==> src/sv/perspective_project_point_unit_defines.svh <==
// Assertion macros shared by the projection unit RTL.
// No dependencies; included by files that carry assertions.
`ifndef PERSPECTIVE_PROJECT_POINT_UNIT_DEFINES_SVH
`define PERSPECTIVE_PROJECT_POINT_UNIT_DEFINES_SVH
`ifndef SYNTHESIS
// check held outside reset
`define PPP_ASSERT(lbl, clk, rst, prop, msg) \
   lbl: assert property (@(posedge clk) disable iff (rst) (prop)) else $error(msg);
// check held at every edge, reset included
`define PPP_ASSERT_ALWAYS(lbl, clk, prop, msg) \
   lbl: assert property (@(posedge clk) (prop)) else $error(msg);
`else
`define PPP_ASSERT(lbl, clk, rst, prop, msg)
`define PPP_ASSERT_ALWAYS(lbl, clk, prop, msg)
`endif
`endif

==> src/sv/ppp_pkg.sv <==
// Types and constants of the perspective projection unit.
// No dependencies.
package ppp_pkg;
   localparam int COORD_W = 32;
   localparam int PIX_W   = 12;
   localparam int IDX_W   = 3;

   localparam logic [IDX_W-1:0] REG_CAM_X       = 3'd0;
   localparam logic [IDX_W-1:0] REG_CAM_Y       = 3'd1;
   localparam logic [IDX_W-1:0] REG_CAM_Z       = 3'd2;
   localparam logic [IDX_W-1:0] REG_FOCAL       = 3'd3;
   localparam logic [IDX_W-1:0] REG_HALF_WIDTH  = 3'd4;
   localparam logic [IDX_W-1:0] REG_HALF_HEIGHT = 3'd5;

   localparam logic [31:0]      FOCAL_RESET     = 32'd33969144;
   localparam logic [PIX_W-1:0] HALF_W_RESET    = 12'd320;
   localparam logic [PIX_W-1:0] HALF_H_RESET    = 12'd240;

   typedef struct packed {
      logic signed [COORD_W-1:0] point_x;
      logic signed [COORD_W-1:0] point_y;
      logic signed [COORD_W-1:0] point_z;
   } req_type;

   typedef struct packed {
      logic signed [COORD_W-1:0] screen_x;
      logic signed [COORD_W-1:0] screen_y;
   } rsp_type;

   typedef struct packed {
      logic signed [COORD_W-1:0] cam_x;
      logic signed [COORD_W-1:0] cam_y;
      logic signed [COORD_W-1:0] cam_z;
      logic        [COORD_W-1:0] focal_length;
      logic        [PIX_W-1:0]   half_width;
      logic        [PIX_W-1:0]   half_height;
   } cfg_type;
endpackage

==> src/sv/ppp_div_step.sv <==
// One restoring-division step for both lanes, registered.
// Depends on ppp_pkg.
module ppp_div_step #(
   parameter int QB = 34,
   parameter int RW = 34
) (
   input  logic                 clock,
   input  logic                 reset,
   input  logic                 adv,
   input  logic                 in_valid,
   input  logic [32:0]          in_dz,
   input  logic [2+RW+QB-1:0]   in_lane_x,
   input  logic [2+RW+QB-1:0]   in_lane_y,
   output logic                 out_valid,
   output logic [32:0]          out_dz,
   output logic [2+RW+QB-1:0]   out_lane_x,
   output logic [2+RW+QB-1:0]   out_lane_y
);
   import ppp_pkg::*;

   localparam int LW = 2 + RW + QB;

   logic          vld_ff;
   logic [32:0]   dz_ff;
   logic [LW-1:0] lx_ff, lx_in, ly_ff, ly_in;

   function automatic logic [LW-1:0] step(input logic [LW-1:0] l, input logic [32:0] d);
      logic [RW-1:0] t;
      logic [RW-1:0] r;
      logic [QB-1:0] q;
      logic          b;
      t = {l[QB+RW-2:QB], l[QB-1]};
      b = t >= RW'(d);
      r = b ? RW'(t - RW'(d)) : t;
      q = {l[QB-2:0], b};
      return {l[LW-1:LW-2], r, q};
   endfunction

   assign lx_in = step(in_lane_x, in_dz);
   assign ly_in = step(in_lane_y, in_dz);

   always_ff @(posedge clock) begin
      if (reset) begin
         vld_ff <= 1'b0;
      end else if (adv) begin
         vld_ff <= in_valid;
      end
   end

   always_ff @(posedge clock) begin
      if (adv) begin
         dz_ff <= in_dz;
         lx_ff <= lx_in;
         ly_ff <= ly_in;
      end
   end

   assign out_valid  = vld_ff;
   assign out_dz     = dz_ff;
   assign out_lane_x = lx_ff;
   assign out_lane_y = ly_ff;
endmodule

==> config.mk <==
export PLATFORM = sky130hd
export DESIGN_NAME = ppp_div_step
export DESIGN_NICKNAME = d
export VERILOG_FILES = /design/src/sv/perspective_project_point_unit_defines.svh /design/src/sv/ppp_pkg.sv /design/src/sv/ppp_div_step.sv
export SDC_FILE = /design/constraint.sdc
export NUM_CORES = 1
export LEC_CHECK = 0
export ABC_AREA = 1
export BUFFER_PORTS_ARGS = -buffer_cell sky130_fd_sc_hd__buf_2
export CAP_MARGIN = 20
export CORE_ASPECT_RATIO = 1.75
export CORE_UTILIZATION = 40
export DETAILED_ROUTE_END_ITERATION = 7
export PLACE_DENSITY = 0.61
export SYNTH_ARGS = -nofsm -noshare
export SYNTH_HDL_FRONTEND = slang
export SYNTH_SLANG_ARGS = --single-unit
==> constraint.sdc <==
create_clock -name clock -period 3.5 [get_ports clock]
set_clock_uncertainty 0.2 [all_clocks]
set_input_delay 0.35 -clock clock [delete_from_list [all_inputs] [get_ports clock]]
set_output_delay 0.35 -clock clock [all_outputs]
set_load 0.005 [all_outputs]
==> flow_summary.toml <==
[run_status]
status = "finished, final reports clean"

[power]
p_leak_nw = 8.208
irDropWorstVdd_mv = 0.3350
power_density_nw_per_um2 = 393.3

[critical_path]
arrival_ns = 3.18
endpoint_kind = "flip-flop"
critPathLaunchType = "primary input"
crit_type = "primary input to flip-flop"
critPathRequiredTime_ns = 3.50
cp_max_fo = 36
worstReg2RegStart = "out_valid"
crit_path_start = "in_dz[32]"

[layout]
final_area_um2 = 15820
final_common_cell = "nand2_1"
fin_nets = 2261
layout_common_cells = "nand2_1 (627), buf_2 (347), inv_1 (251)"
areaGrowthSynthToFinish_pct = 37.54
drive_gt1_frac = 0.2134
diodes = 0

[clock_tree]
clock_latency_ns = 0.44
clkTransAtPathRegs_ns = 0.07
clock_path_buffers = 2
cts_buffers = 17
ctsResizeCount = 0
cts_tree = "yes"
cts-root-buf = "clkbuf_16"
clock-sinks = 174
htree_levels = 4

[synth]
synth_largest_area_cell = "edfxtp_1"
syn-cell-area_um2 = 11500
synth_nets = 1740
ys_warn_count = 0
syn_inst = 1495
post_synth.cell_area_avg_um2 = 7.694
yosysSeqAreaShare = 0.4534
synth_top_area_frac = 0.4516
ys_seq_elements = 174
synth_cell_types = 39
synth_area_leaders = "edfxtp_1 (45%), nand2_1 (20%), inv_1 (8.2%), ha_1 (7.2%), nor2_1 (3.3%)"

[die]
num_rows = 81
dieArea_um2 = 29460
start_util = 0.4097
dieWidth_um = 130.2
io_pins = 351
fp.coreArea_um2 = 28070
die_h_um = 226.3

[global_route]
antenna_found_initial = 0
gr-total-overflow = 0
grt_use_total = 0.2826
grt_pass1_vias = 11680
grt_max_degree = 71
grt_pass1_wl_um = 60470

[timing]
max_freq_mhz = 314.4
maxSlewViolCount = 0
max_slew.worst_pin.slew_ns = 0.6701
max-slew-margin-rel = 0.5533
finalSetupViolCount = 0
min_period_over_period = 0.9087
fin_setup_tns_ns = 0
rsz0062_at_grt = "no"
hold_viol = 0
period_needed_ns = 3.180

[drt]
wl_per_cell_um = 17.06
drtIter0Drc = 448
ant_nets = 0
routed_wl_um = 40980
vias = 11390
via_per_inst = 4.741
firstDrtPassIters = 4
drc_errors = 0

[placement]
io_buffers = 348
hpwl_um = 32670
dpl_cell_area_um2 = 13690
place_congestion = 0.9428

[worst_hold_path]
min_path_type = "primary input to flip-flop"
hp-start = "in_lane_x[56]"

[flow_run]
max_cap_violations = 0
-- path summary, 6_finish.rpt --
kind	endpoint	slack, ns	cells past startpoint
max reg2reg	out_valid	2.12	3
min	out_lane_x[57]	0.03	3
min reg2reg	out_valid	0.90	3
max	out_lane_x[56]	0.32	15
-- per-layer routing --
layer  track usage  vias up  share of wire
met3       0.04082      106          0.041
li1              -     5754              -
met2        0.5535      360           0.55
met5             0        -              0
met4        0.1808        0          0.059
met1        0.2636     5168           0.35
-- worst max-delay path: stages --
cell           delay [ns]
dlygate4sd3_1        0.52
buf_2                0.11
inv_1                0.11
ha_1                 0.39
inv_2                0.09
nor2_1               0.30
nand4_1              0.15
nor2_1               0.27
nand2_1              0.11
inv_2                0.08
nor2_4               0.05
nand2_8              0.22
inv_4                0.21
nand2_1              0.12
nand2_1              0.05
-- kinds of logic after synthesis --
logic type,Yosys count,share of synthesized area
adders and majority gates,68,0.07527
muxes,1,0.0008703
buffers and inverters,274,0.09681
DFF,174,0.4534
and+or+nand+nor,874,0.3155
xor gates and xnor gates,31,0.02361
AOI/OAI and AO/OA,73,0.03459
-- final cells by class --
type                    instances  area [um^2]
clock inverters                15        128.9
clock buffers                  17        425.4
fillers                      2686        12250
multi-input cells            1047         5174
flip-flops and latches        174         5215
well taps                     373        466.7
repair buffers                514         3425
inverters                     262        985.9
-- power by group --
| part | switching (W) | internal, W |
|---|---|---|
| Clock | 0.000896 | 0.000930 |
| Sequential | 0.0000606 | 0.00257 |
| Combinational | 0.00105 | 0.000711 |
| Total | 0.00201 | 0.00421 |
-- cell usage after synthesis (all sizes together) --
| master | n |
|---|---|
| mux2i | 1 |
| ha | 66 |
| nor3 | 12 |
| nand2 | 641 |
| o21ai | 14 |
| xor2 | 28 |
| inv | 261 |
| and2 | 2 |
| clkinv | 1 |
| nor4 | 5 |
| o21bai | 6 |
| fa | 2 |
| nor2 | 112 |
| dfxtp | 1 |
| edfxtp | 173 |
| nand4 | 14 |
| buf | 12 |
| o21a | 1 |
| xnor2 | 3 |
| or2 | 4 |
| nand3 | 74 |
| a21o | 3 |
| nand3b | 10 |
| a21oi | 49 |
-- state kept, by name, summed over array words and instances, names as in the netlist --
name	flops
out_valid	1
out_lane_y	70
out_lane_x	70
out_dz	33
-- metrics by stage --
stage	hold slack [ns]	utilization	std cells	total power, W	setup slack (ns)
finish	0.03042	0.5635	2402	0.006222	0.3195
global route	0.02589	0.5635	2402	0.006552	0.2100
CTS	0.0004448	0.5635	2402	0.006270	0.4462
detailed placement	0.2891	0.4878	2213	0.004295	0.4834
global placement	0.2743	0.4878	2213	0.004279	0.4892
floorplan	0.2224	-	1495	0.003592	1.240
-- repair_timing --
action / 4_1_cts / 5_1_grt
setup buffers: 0 / 0
hold endpoints to repair: 156 / 0
hold buffers: 157 / 0
Power figures use the tool's default switching activity.
